### src/rtl/dcfl_pkg.sv
// Package for the dual-channel FIR low-pass: constants, coefficient ROM, controller types.
`timescale 1ns / 1ps

package dcfl_pkg;

    // Default configuration of the filter.
    localparam int DEF_TAP_COUNT   = 51;
    localparam int DEF_SAMPLE_BITS = 16;
    localparam int DEF_COEFF_BITS  = 18;

    // Coefficient ROM geometry; every stored value fits in ROM_BITS unsigned bits.
    localparam int ROM_LEN   = 51;
    localparam int ROM_BITS  = 13;
    localparam int ROM_IDX_W = $clog2(ROM_LEN);
    localparam int TAP_IDX_W = 8;

    localparam logic [ROM_BITS-1:0] COEFF_ROM [0:ROM_LEN-1] = '{
        13'd0,    13'd22,   13'd50,   13'd93,   13'd155,  13'd244,  13'd364,
        13'd522,  13'd720,  13'd962,  13'd1247, 13'd1573, 13'd1939, 13'd2338,
        13'd2763, 13'd3206, 13'd3656, 13'd4102, 13'd4532, 13'd4935, 13'd5299,
        13'd5613, 13'd5868, 13'd6056, 13'd6171, 13'd6210, 13'd6171, 13'd6056,
        13'd5868, 13'd5613, 13'd5299, 13'd4935, 13'd4532, 13'd4102, 13'd3656,
        13'd3206, 13'd2763, 13'd2338, 13'd1939, 13'd1573, 13'd1247, 13'd962,
        13'd720,  13'd522,  13'd364,  13'd244,  13'd155,  13'd93,   13'd50,
        13'd22,   13'd0
    };

    // Coefficient of a tap; taps past the end of the ROM weigh zero.
    function automatic logic [ROM_BITS-1:0] coeff_at(input logic [TAP_IDX_W-1:0] idx);
        logic [ROM_BITS-1:0] value;
        value = '0;
        if (idx < TAP_IDX_W'(ROM_LEN)) begin
            value = COEFF_ROM[idx[ROM_IDX_W-1:0]];
        end
        return value;
    endfunction

    // Controller states.
    typedef enum logic [1:0] {
        ST_IDLE,
        ST_SWEEP,
        ST_DRAIN,
        ST_DONE
    } t_state;

    // Commands from the controller to the datapath.
    typedef struct packed {
        logic accept;
        logic issue;
        logic load_out;
    } t_cmd;

    // Status from the datapath to the controller.
    typedef struct packed {
        logic last_tap;
        logic pipe_busy;
        logic out_free;
    } t_status;

endpackage

### src/rtl/dcfl_channels.sv
// Valid/ready channel interfaces for the sample pair input and the filtered pair output.
`timescale 1ns / 1ps

interface dcfl_in_if #(
    parameter int SAMPLE_BITS = dcfl_pkg::DEF_SAMPLE_BITS
);
    logic                          valid;
    logic                          ready;
    logic signed [SAMPLE_BITS-1:0] red_ac;
    logic signed [SAMPLE_BITS-1:0] infrared_ac;

    modport source (output valid, output red_ac, output infrared_ac, input ready);
    modport sink   (input valid, input red_ac, input infrared_ac, output ready);
endinterface

interface dcfl_out_if #(
    parameter int SAMPLE_BITS = dcfl_pkg::DEF_SAMPLE_BITS
);
    logic                          valid;
    logic                          ready;
    logic signed [SAMPLE_BITS-1:0] red_filtered;
    logic signed [SAMPLE_BITS-1:0] infrared_filtered;

    modport source (output valid, output red_filtered, output infrared_filtered, input ready);
    modport sink   (input valid, input red_filtered, input infrared_filtered, output ready);
endinterface

### src/rtl/dual_channel_fir_lowpass.sv
// A sample pair is filtered by a sweep of one tap per cycle over a history read address shared by
// both channels, with one multiply-accumulate lane per channel; a new pair is accepted only after
// the previous result has been loaded into the output register.
// A pending output does not block the next input; the result loads once the output is free.
// Reset: synchronous active-low i_rst_n clears control state, the write pointer and the
// history valid bits, so both histories read as zero at once with no clearing pass.
`timescale 1ns / 1ps

module dual_channel_fir_lowpass #(
    parameter int TAP_COUNT   = dcfl_pkg::DEF_TAP_COUNT,
    parameter int SAMPLE_BITS = dcfl_pkg::DEF_SAMPLE_BITS,
    parameter int COEFF_BITS  = dcfl_pkg::DEF_COEFF_BITS
) (
    input  logic       i_clk,
    input  logic       i_rst_n,
    dcfl_in_if.sink    i_in,
    dcfl_out_if.source o_out
);
    import dcfl_pkg::*;

    t_cmd    cmd;
    t_status status;
    logic    in_ready;

    // Sequencer.
    dcfl_ctrl u_ctrl (
        .i_clk      (i_clk),
        .i_rst_n    (i_rst_n),
        .i_in_valid (i_in.valid),
        .o_in_ready (in_ready),
        .i_status   (status),
        .o_cmd      (cmd)
    );

    assign i_in.ready = in_ready;

    // Filter datapath.
    dcfl_datapath #(
        .TAP_COUNT   (TAP_COUNT),
        .SAMPLE_BITS (SAMPLE_BITS),
        .COEFF_BITS  (COEFF_BITS)
    ) u_datapath (
        .i_clk               (i_clk),
        .i_rst_n             (i_rst_n),
        .i_cmd               (cmd),
        .o_status            (status),
        .i_red_ac            (i_in.red_ac),
        .i_infrared_ac       (i_in.infrared_ac),
        .o_out_valid         (o_out.valid),
        .i_out_ready         (o_out.ready),
        .o_red_filtered      (o_out.red_filtered),
        .o_infrared_filtered (o_out.infrared_filtered)
    );

endmodule

### src/rtl/dcfl_ctrl.sv
// Controller state machine that sequences the tap sweep of the two multiply-accumulate lanes.
`timescale 1ns / 1ps

module dcfl_ctrl (
    input  logic              i_clk,
    input  logic              i_rst_n,
    input  logic              i_in_valid,
    output logic              o_in_ready,
    input  dcfl_pkg::t_status i_status,
    output dcfl_pkg::t_cmd    o_cmd
);
    import dcfl_pkg::*;

    t_state r_state;
    t_state n_state;

    // State register.
    always_ff @(posedge i_clk) begin
        if (!i_rst_n) begin
            r_state <= ST_IDLE;
        end else begin
            r_state <= n_state;
        end
    end

    // Next state and commands.
    always_comb begin
        n_state    = r_state;
        o_in_ready = 1'b0;
        o_cmd      = '0;
        unique case (r_state)
            ST_IDLE: begin
                o_in_ready = 1'b1;
                if (i_in_valid) begin
                    o_cmd.accept = 1'b1;
                    n_state      = ST_SWEEP;
                end
            end
            ST_SWEEP: begin
                o_cmd.issue = 1'b1;
                if (i_status.last_tap) begin
                    n_state = ST_DRAIN;
                end
            end
            ST_DRAIN: begin
                if (!i_status.pipe_busy) begin
                    n_state = ST_DONE;
                end
            end
            ST_DONE: begin
                if (i_status.out_free) begin
                    o_cmd.load_out = 1'b1;
                    n_state        = ST_IDLE;
                end
            end
            default: begin
                n_state = ST_IDLE;
            end
        endcase
    end

endmodule

### src/rtl/dcfl_datapath.sv
// Datapath: sample histories, coefficient lookup, two multiply-accumulate lanes, rounding, output.
`timescale 1ns / 1ps

module dcfl_datapath #(
    parameter int TAP_COUNT   = dcfl_pkg::DEF_TAP_COUNT,
    parameter int SAMPLE_BITS = dcfl_pkg::DEF_SAMPLE_BITS,
    parameter int COEFF_BITS  = dcfl_pkg::DEF_COEFF_BITS
) (
    input  logic                          i_clk,
    input  logic                          i_rst_n,
    input  dcfl_pkg::t_cmd                i_cmd,
    output dcfl_pkg::t_status             o_status,
    input  logic signed [SAMPLE_BITS-1:0] i_red_ac,
    input  logic signed [SAMPLE_BITS-1:0] i_infrared_ac,
    output logic                          o_out_valid,
    input  logic                          i_out_ready,
    output logic signed [SAMPLE_BITS-1:0] o_red_filtered,
    output logic signed [SAMPLE_BITS-1:0] o_infrared_filtered
);
    import dcfl_pkg::*;

    localparam int AW      = $clog2(TAP_COUNT);
    localparam int FRAC    = COEFF_BITS - 1;
    localparam int PROD_W  = SAMPLE_BITS + ROM_BITS + 1;
    localparam int SUM_W   = PROD_W + AW;
    localparam int ACC_W   = (SUM_W > FRAC + 2) ? SUM_W : FRAC + 2;
    localparam logic [AW-1:0] LAST_IDX = AW'(TAP_COUNT - 1);

    localparam logic signed [ACC_W-1:0] ROUND_HALF =
        {{(ACC_W-FRAC){1'b0}}, 1'b1, {(FRAC-1){1'b0}}};
    localparam logic signed [ACC_W-1:0] SAT_HI =
        {{(ACC_W-SAMPLE_BITS+1){1'b0}}, {(SAMPLE_BITS-1){1'b1}}};
    localparam logic signed [ACC_W-1:0] SAT_LO = ~SAT_HI;

    // History memories and their per-entry valid bits (unwritten entries read as zero).
    logic [SAMPLE_BITS-1:0] r_mem_red [0:TAP_COUNT-1];
    logic [SAMPLE_BITS-1:0] r_mem_ir  [0:TAP_COUNT-1];
    logic [TAP_COUNT-1:0]   r_written;

    logic [AW-1:0] r_wr_ptr;
    logic [AW-1:0] r_rd_addr;
    logic [AW-1:0] r_tap;

    logic                          r_s1_go;
    logic                          r_s1_ok;
    logic [SAMPLE_BITS-1:0]        r_s1_red;
    logic [SAMPLE_BITS-1:0]        r_s1_ir;
    logic [ROM_BITS-1:0]           r_s1_coef;

    logic                          r_s2_go;
    logic signed [PROD_W-1:0]      r_s2_prod_red;
    logic signed [PROD_W-1:0]      r_s2_prod_ir;

    logic signed [ACC_W-1:0]       r_acc_red;
    logic signed [ACC_W-1:0]       r_acc_ir;

    logic                          r_out_valid;
    logic signed [SAMPLE_BITS-1:0] r_out_red;
    logic signed [SAMPLE_BITS-1:0] r_out_ir;

    logic signed [SAMPLE_BITS-1:0] s1_red_masked;
    logic signed [SAMPLE_BITS-1:0] s1_ir_masked;
    logic signed [ROM_BITS:0]      s1_coef_signed;
    logic signed [ACC_W-1:0]       rnd_red;
    logic signed [ACC_W-1:0]       rnd_ir;
    logic signed [SAMPLE_BITS-1:0] sat_red;
    logic signed [SAMPLE_BITS-1:0] sat_ir;

    // Sample write on accept; registered read during the sweep.
    always_ff @(posedge i_clk) begin
        if (i_cmd.accept) begin
            r_mem_red[r_wr_ptr] <= i_red_ac;
            r_mem_ir[r_wr_ptr]  <= i_infrared_ac;
        end
        r_s1_red <= r_mem_red[r_rd_addr];
        r_s1_ir  <= r_mem_ir[r_rd_addr];
    end

    // Valid bits, write pointer, sweep address and tap counter.
    always_ff @(posedge i_clk) begin
        if (!i_rst_n) begin
            r_written <= '0;
            r_wr_ptr  <= '0;
            r_rd_addr <= '0;
            r_tap     <= '0;
        end else begin
            if (i_cmd.accept) begin
                r_written[r_wr_ptr] <= 1'b1;
                r_rd_addr           <= r_wr_ptr;
                r_tap               <= '0;
            end else if (i_cmd.issue) begin
                r_rd_addr <= (r_rd_addr == '0) ? LAST_IDX : r_rd_addr - 1'b1;
                r_tap     <= r_tap + 1'b1;
            end
            if (i_cmd.load_out) begin
                r_wr_ptr <= (r_wr_ptr == LAST_IDX) ? '0 : r_wr_ptr + 1'b1;
            end
        end
    end

    // Stage one: read data, its valid bit and the tap coefficient.
    always_ff @(posedge i_clk) begin
        r_s1_ok   <= r_written[r_rd_addr];
        r_s1_coef <= coeff_at(TAP_IDX_W'(r_tap));
    end

    assign s1_red_masked  = r_s1_ok ? signed'(r_s1_red) : '0;
    assign s1_ir_masked   = r_s1_ok ? signed'(r_s1_ir) : '0;
    assign s1_coef_signed = signed'({1'b0, r_s1_coef});

    // Stage two: one product per channel.
    always_ff @(posedge i_clk) begin
        r_s2_prod_red <= PROD_W'(s1_red_masked * s1_coef_signed);
        r_s2_prod_ir  <= PROD_W'(s1_ir_masked * s1_coef_signed);
    end

    // Pipeline occupancy flags.
    always_ff @(posedge i_clk) begin
        if (!i_rst_n) begin
            r_s1_go <= 1'b0;
            r_s2_go <= 1'b0;
        end else begin
            r_s1_go <= i_cmd.issue;
            r_s2_go <= r_s1_go;
        end
    end

    // Accumulators, cleared when a new transaction is accepted.
    always_ff @(posedge i_clk) begin
        if (i_cmd.accept) begin
            r_acc_red <= '0;
            r_acc_ir  <= '0;
        end else if (r_s2_go) begin
            r_acc_red <= r_acc_red + {{(ACC_W-PROD_W){r_s2_prod_red[PROD_W-1]}}, r_s2_prod_red};
            r_acc_ir  <= r_acc_ir + {{(ACC_W-PROD_W){r_s2_prod_ir[PROD_W-1]}}, r_s2_prod_ir};
        end
    end

    // Round to nearest with ties upward, return to sample scale and saturate.
    always_comb begin
        rnd_red = (r_acc_red + ROUND_HALF) >>> FRAC;
        rnd_ir  = (r_acc_ir + ROUND_HALF) >>> FRAC;
        if (rnd_red > SAT_HI) begin
            sat_red = SAT_HI[SAMPLE_BITS-1:0];
        end else if (rnd_red < SAT_LO) begin
            sat_red = SAT_LO[SAMPLE_BITS-1:0];
        end else begin
            sat_red = rnd_red[SAMPLE_BITS-1:0];
        end
        if (rnd_ir > SAT_HI) begin
            sat_ir = SAT_HI[SAMPLE_BITS-1:0];
        end else if (rnd_ir < SAT_LO) begin
            sat_ir = SAT_LO[SAMPLE_BITS-1:0];
        end else begin
            sat_ir = rnd_ir[SAMPLE_BITS-1:0];
        end
    end

    // Output register holding the result until its transaction completes.
    always_ff @(posedge i_clk) begin
        if (!i_rst_n) begin
            r_out_valid <= 1'b0;
        end else if (i_cmd.load_out) begin
            r_out_valid <= 1'b1;
        end else if (i_out_ready) begin
            r_out_valid <= 1'b0;
        end
    end

    always_ff @(posedge i_clk) begin
        if (i_cmd.load_out) begin
            r_out_red <= sat_red;
            r_out_ir  <= sat_ir;
        end
    end

    assign o_out_valid         = r_out_valid;
    assign o_red_filtered      = r_out_red;
    assign o_infrared_filtered = r_out_ir;

    // Status back to the controller.
    assign o_status.last_tap  = (r_tap == LAST_IDX);
    assign o_status.pipe_busy = r_s1_go | r_s2_go;
    assign o_status.out_free  = !r_out_valid || i_out_ready;

endmodule
### src/flat_wrapper.sv
// flat-port wrapper written by rule: the top's interface ports become plain ports
module dual_channel_fir_lowpass_flat import dcfl_pkg::*;
#(
    parameter int TAP_COUNT   = dcfl_pkg::DEF_TAP_COUNT,
    parameter int SAMPLE_BITS = dcfl_pkg::DEF_SAMPLE_BITS,
    parameter int COEFF_BITS  = dcfl_pkg::DEF_COEFF_BITS
)
  (i_clk, i_rst_n, i_in_valid, i_in_red_ac, i_in_infrared_ac, i_in_ready, o_out_valid, o_out_red_filtered, o_out_infrared_filtered, o_out_ready);
  dcfl_in_if #(.SAMPLE_BITS(SAMPLE_BITS)) i_in_i ();
  dcfl_out_if #(.SAMPLE_BITS(SAMPLE_BITS)) o_out_i ();
  input  logic i_clk;
  input  logic i_rst_n;
  input wire logic [$bits(i_in_i.valid)-1:0] i_in_valid;
  input wire logic [$bits(i_in_i.red_ac)-1:0] i_in_red_ac;
  input wire logic [$bits(i_in_i.infrared_ac)-1:0] i_in_infrared_ac;
  output wire logic [$bits(i_in_i.ready)-1:0] i_in_ready;
  output wire logic [$bits(o_out_i.valid)-1:0] o_out_valid;
  output wire logic [$bits(o_out_i.red_filtered)-1:0] o_out_red_filtered;
  output wire logic [$bits(o_out_i.infrared_filtered)-1:0] o_out_infrared_filtered;
  input wire logic [$bits(o_out_i.ready)-1:0] o_out_ready;
  assign i_in_i.valid = i_in_valid;
  assign i_in_i.red_ac = i_in_red_ac;
  assign i_in_i.infrared_ac = i_in_infrared_ac;
  assign i_in_ready = i_in_i.ready;
  assign o_out_valid = o_out_i.valid;
  assign o_out_red_filtered = o_out_i.red_filtered;
  assign o_out_infrared_filtered = o_out_i.infrared_filtered;
  assign o_out_i.ready = o_out_ready;
  dual_channel_fir_lowpass #(.TAP_COUNT(TAP_COUNT), .SAMPLE_BITS(SAMPLE_BITS), .COEFF_BITS(COEFF_BITS)) u_core (.i_clk(i_clk), .i_rst_n(i_rst_n), .i_in(i_in_i), .o_out(o_out_i));
endmodule
### config.mk
export PLATFORM = sky130hd
export DESIGN_NAME = dual_channel_fir_lowpass_flat
export DESIGN_NICKNAME = d
export VERILOG_FILES = /design/src/rtl/dcfl_pkg.sv /design/src/rtl/dcfl_channels.sv /design/src/rtl/dual_channel_fir_lowpass.sv /design/src/rtl/dcfl_ctrl.sv /design/src/rtl/dcfl_datapath.sv /design/src/flat_wrapper.sv
export SDC_FILE = /design/constraint.sdc
export NUM_CORES = 2
export LEC_CHECK = 0
export BUFFER_PORTS_ARGS = -buffer_cell sky130_fd_sc_hd__buf_2
export CORE_ASPECT_RATIO = 0.7
export CORE_UTILIZATION = 58
export DETAILED_ROUTE_END_ITERATION = 8
export PLACE_DENSITY = 0.77
export SETUP_SLACK_MARGIN = 0.4
export SLEW_MARGIN = 25
export SYNTH_ARGS = -nofsm -noshare
export SYNTH_HDL_FRONTEND = slang
export SYNTH_SLANG_ARGS = --single-unit
### constraint.sdc
create_clock -name i_clk -period 6 [get_ports i_clk]
set_clock_uncertainty 0.1 [all_clocks]
set_input_delay 1.2 -clock i_clk [delete_from_list [all_inputs] [get_ports i_clk]]
set_output_delay 1.2 -clock i_clk [all_outputs]
set_load 0.02 [all_outputs]
==> flow_summary_export.csv <==
group,metric,value,unit
logic_synthesis,synth_nets,6515,
sta,tightest_slew,1.12,ns
cts,insertion_delay,0.84,ns
sta,layout_setup_ws,-0.289,ns
cts,clkTransAtPathRegs,0.07,ns
grt,grt_first_pass_wirelength,360,mm
route,wl_per_cell,29.0,um
sta,finalMaxSlewViolations,0,
outcome,violations,"setup timing",
cts,cts_buffer_depth,3,
cts,root_buffer,"clkbuf_16",
cts,cts_buffers,171,
route,ant_nets,0,
pwr,vdd_drop_max,324,uV
logic_synthesis,synth_top_area_frac,0.540,
logic_synthesis,seq_area_frac_synth,0.595,
setup_path,r2r_cells,23,
setup_path,r2r-end,"u_core.u_datapath.r_s2_prod_ir[29]",
cts,cts_tree,"yes",
sta,maxSlewHeadroom,0.249,
cells_and_area,finish.utilization,0.661,
sta,timing.hold.ws,0.368,ns
floorplan,dieArea,161000,sq um
setup_path,rrSetupSlack,-0.29,ns
sta,tns,-2.38,ns
cts,clock_sinks,1916,
logic_synthesis,synth-edff-count,1664,
setup_path,cp-end-kind,"flop",
sta,setup_viol,16,
grt,grt_antenna_before_repair,16,
logic_synthesis,synthTopCellsByArea,"edfxtp_1 (54%), mux4_2 (13%), fa_1 (8.8%)",
setup_path,crit_required,6.58,ns
setup_path,cp.arrival,6.87,ns
route,drt-vias-per-instance,6.48,
logic_synthesis,syn_inst,5833,
logic_synthesis,syn_area,92500,sq um
cts,htree_num_levels,4,
floorplan,core_area,158000,sq um
placed_design,place_congestion,0.928,
route,first_pass_iters,9,
grt,overflow,0,
logic_synthesis,yosysWarningCount,0,
worst_hold_path,min_path_cells,1,
logic_synthesis,yosys.area.top_type,"edfxtp_1",
sta,hold_viol,0,
sta,period_needed,6.29,ns
worst_hold_path,hold_path_end,"u_core.u_datapath.r_written[2]",
route,dr_total_vias,54600,
cells_and_area,final_nets,6851,
route,drt_first_iter_violations,7015,
cells_and_area,drive_gt1_frac,0.236,
logic_synthesis,synth-main-ff-cell,"edfxtp_1",
worst_hold_path,hp-start,"u_core.u_datapath.r_written[2]",
setup_path,critical_path_class,"flop to flop",
floorplan,die_x,479,um
logic_synthesis,syn_area_per_cell,15.9,sq um
setup_path,crit_fanout,7,
floorplan,ioPinCount,70,
sta,max_freq,159,MHz
outcome,status,"finished, violations left",
grt,grtUsageTotal,0.308,
cells_and_area,fillers,10500,
setup_path,critPathLaunchType,"flop",
logic_synthesis,synth_cell_type_count,91,
flow_run,maxCapViolCount,0,
floorplan,start_util,0.585,
sta,fin_crit_sh,1.05,
pwr,power.total,35100,uW
floorplan,rows,122,
cts,cts_hold_buf,0,
route,wl,245,mm
grt,grt_max_degree,97,
cells_and_area,areaGrowthSynthToFinish,13.1,%
pwr,p_leak,0.0382,uW
pwr,power.density,335,nW/um^2
floorplan,chipHeight,336,um
placed_design,io_buffer_count,69,
grt,grt_pass1_vias,54500,
placed_design,dpl.hpwl,151,mm
route,drcViolationCount,0,
worst_hold_path,holdCritPathClass,"flop to flop",
logic_synthesis,async_flop_share,0,
setup_path,r2r-start,"u_core.u_datapath.r_s1_ok",
logic_synthesis,ys_ff_latch,1916,
sta,rsz0062_at_grt,"yes",
## Yosys cell counts (15+ instances only)
master	n
mux2i_1	61
buf_1	38
and3_1	236
a21o_1	52
buf_2	50
a211oi_1	33
nand3_1	88
a31oi_1	21
and2_1	37
clkbuf_1	204
o211ai_1	23
nor2b_1	22
nor2_1	207
a21oi_1	144
inv_1	541
xnor2_1	85
fa_1	407
nor3_1	46
nand4_1	15
dfxtp_1	252
mux4_2	529
nand2_1	343
xor2_1	49
o21a_1	71
ha_1	239
o22ai_1	16
o21ai_0	159
edfxtp_1	1664
o21bai_1	22
nand2b_1	16
## logic make-up (layout without fill, tap and decap cells)
family,count (synthesis),in the layout,synth area share
xor+xnor,134,134,0.0127
flops,1916,1916,0.595
fa+ha+maj,646,646,0.120
other cells,0,2,0
buf+inv,842,1323,0.0353
compound gates,635,635,0.0446
mux,591,591,0.136
simple gates,1069,1069,0.0566
## cell usage in the layout (no fill, tap or decap), types with 49 or more instances in the layout
cell / count
a21o_1: 52
a21oi_1: 127
and3_1: 223
buf_2: 68
buf_4: 344
clkbuf_16: 177
dfxtp_1: 240
edfxtp_1: 1664
fa_1: 394
ha_1: 220
inv_1: 517
mux2i_1: 61
mux4_2: 529
nand2_1: 331
nand3_1: 87
nor2_1: 151
nor2_4: 51
o21a_1: 71
o21ai_0: 149
xnor2_1: 84
xor2_1: 49
## sequential cells by signal, summed over array words and instances, names as in the netlist, 13 cells and up
name / cells
u_core.u_datapath.r_s2_prod_red: 30
u_core.u_datapath.r_acc_ir: 36
u_core.u_datapath.r_mem_red: 816
u_core.u_datapath.o_infrared_filtered: 16
u_core.u_datapath.r_s2_prod_ir: 30
u_core.u_datapath.r_s1_coef: 13
u_core.u_datapath.r_acc_red: 36
u_core.u_datapath.r_s1_ir: 16
u_core.u_datapath.r_written: 51
u_core.u_datapath.r_mem_ir: 816
u_core.u_datapath.r_s1_red: 16
u_core.u_datapath.o_red_filtered: 16
## stage by stage
stage	setup slack (ns)	instance area (sq um)	instances
2_1_floorplan	-0.0326	92800	5833
3_3_place_gp	-0.220	97800	8067
3_5_place_dp	-0.351	97900	8068
4_1_cts	-0.236	104000	8403
5_1_grt	-0.491	105000	8423
6_report	-0.289	105000	8424
## worst max path at each step
stage	start	endpoint	slack [ns]	cells past startpoint
after floorplan	u_core.u_datapath.r_s1_ok	u_core.u_datapath.r_s2_prod_ir[29]	-0.03	26
final	u_core.u_datapath.r_s1_ok	u_core.u_datapath.r_s2_prod_ir[29]	-0.29	23
after global placement	u_core.u_datapath.r_s1_red[3]	u_core.u_datapath.r_s2_prod_red[26]	-0.22	22
after CTS	u_core.u_datapath.r_s1_ok	u_core.u_datapath.r_s2_prod_ir[23]	-0.24	24
after detailed placement	u_core.u_datapath.r_s1_ok	u_core.u_datapath.r_s2_prod_ir[22]	-0.35	22
after global routing	u_core.u_datapath.r_s1_ok	u_core.u_datapath.r_s2_prod_ir[29]	-0.49	24
## report_power, final
| group | total (uW) | internal (uW) | switching [uW] |
|---|---|---|---|
| sequential | 15600 | 14900 | 618 |
| clock | 11300 | 6240 | 5110 |
| combinational | 8170 | 3560 | 4610 |
| total | 35100 | 24700 | 10300 |
## metal layers
layer / GRT usage / wire, um / share of wire / vias to the layer above
met5: 0 / 117 / 0.00048 / -
met4: 0.112 / 8640 / 0.035 / 18
met3: 0.0804 / 29800 / 0.12 / 551
met2: 0.451 / 109000 / 0.44 / 3475
met1: 0.450 / 97600 / 0.40 / 28000
li1: - / - / - / 22500
## final cells by class
cell class	instances	area, sq um	area share
flip-flops and latches	1916	55000	0.526
multi-input cells	3075	35300	0.337
clock buffers	213	4590	0.0439
repair buffers	463	3830	0.0366
well taps	2108	2640	0.0252
inverters	542	2030	0.0195
clock inverters	105	1150	0.0110
diodes	2	5.00	0.0000479
## worst max-delay path: stages, from the launching register on
cell,delay (ns)
dfxtp_4,0.45
buf_12,0.14
clkbuf_16,0.15
and2_4,0.15
nand2_2,0.06
fa_1,0.49
fa_1,0.54
inv_2,0.05
fa_1,0.57
fa_1,0.44
fa_1,0.51
inv_1,0.05
fa_1,0.49
inv_2,0.05
ha_4,0.22
a21oi_2,0.13
nor2b_1,0.05
or4_4,0.42
o31a_1,0.37
o21ai_4,0.21
o31a_1,0.18
o21bai_1,0.08
a21oi_2,0.14
xnor2_1,0.08
## timing repair
| action | CTS | global route |
|---|---|---|
| gates cloned | 2 | 1 |
| resized for setup | 65 | 96 |
| setup endpoints to repair | 32 | 36 |
| pin swaps | 21 | 45 |
| buffers inserted | 15 | 15 |
Power figures use the tool's default switching activity.
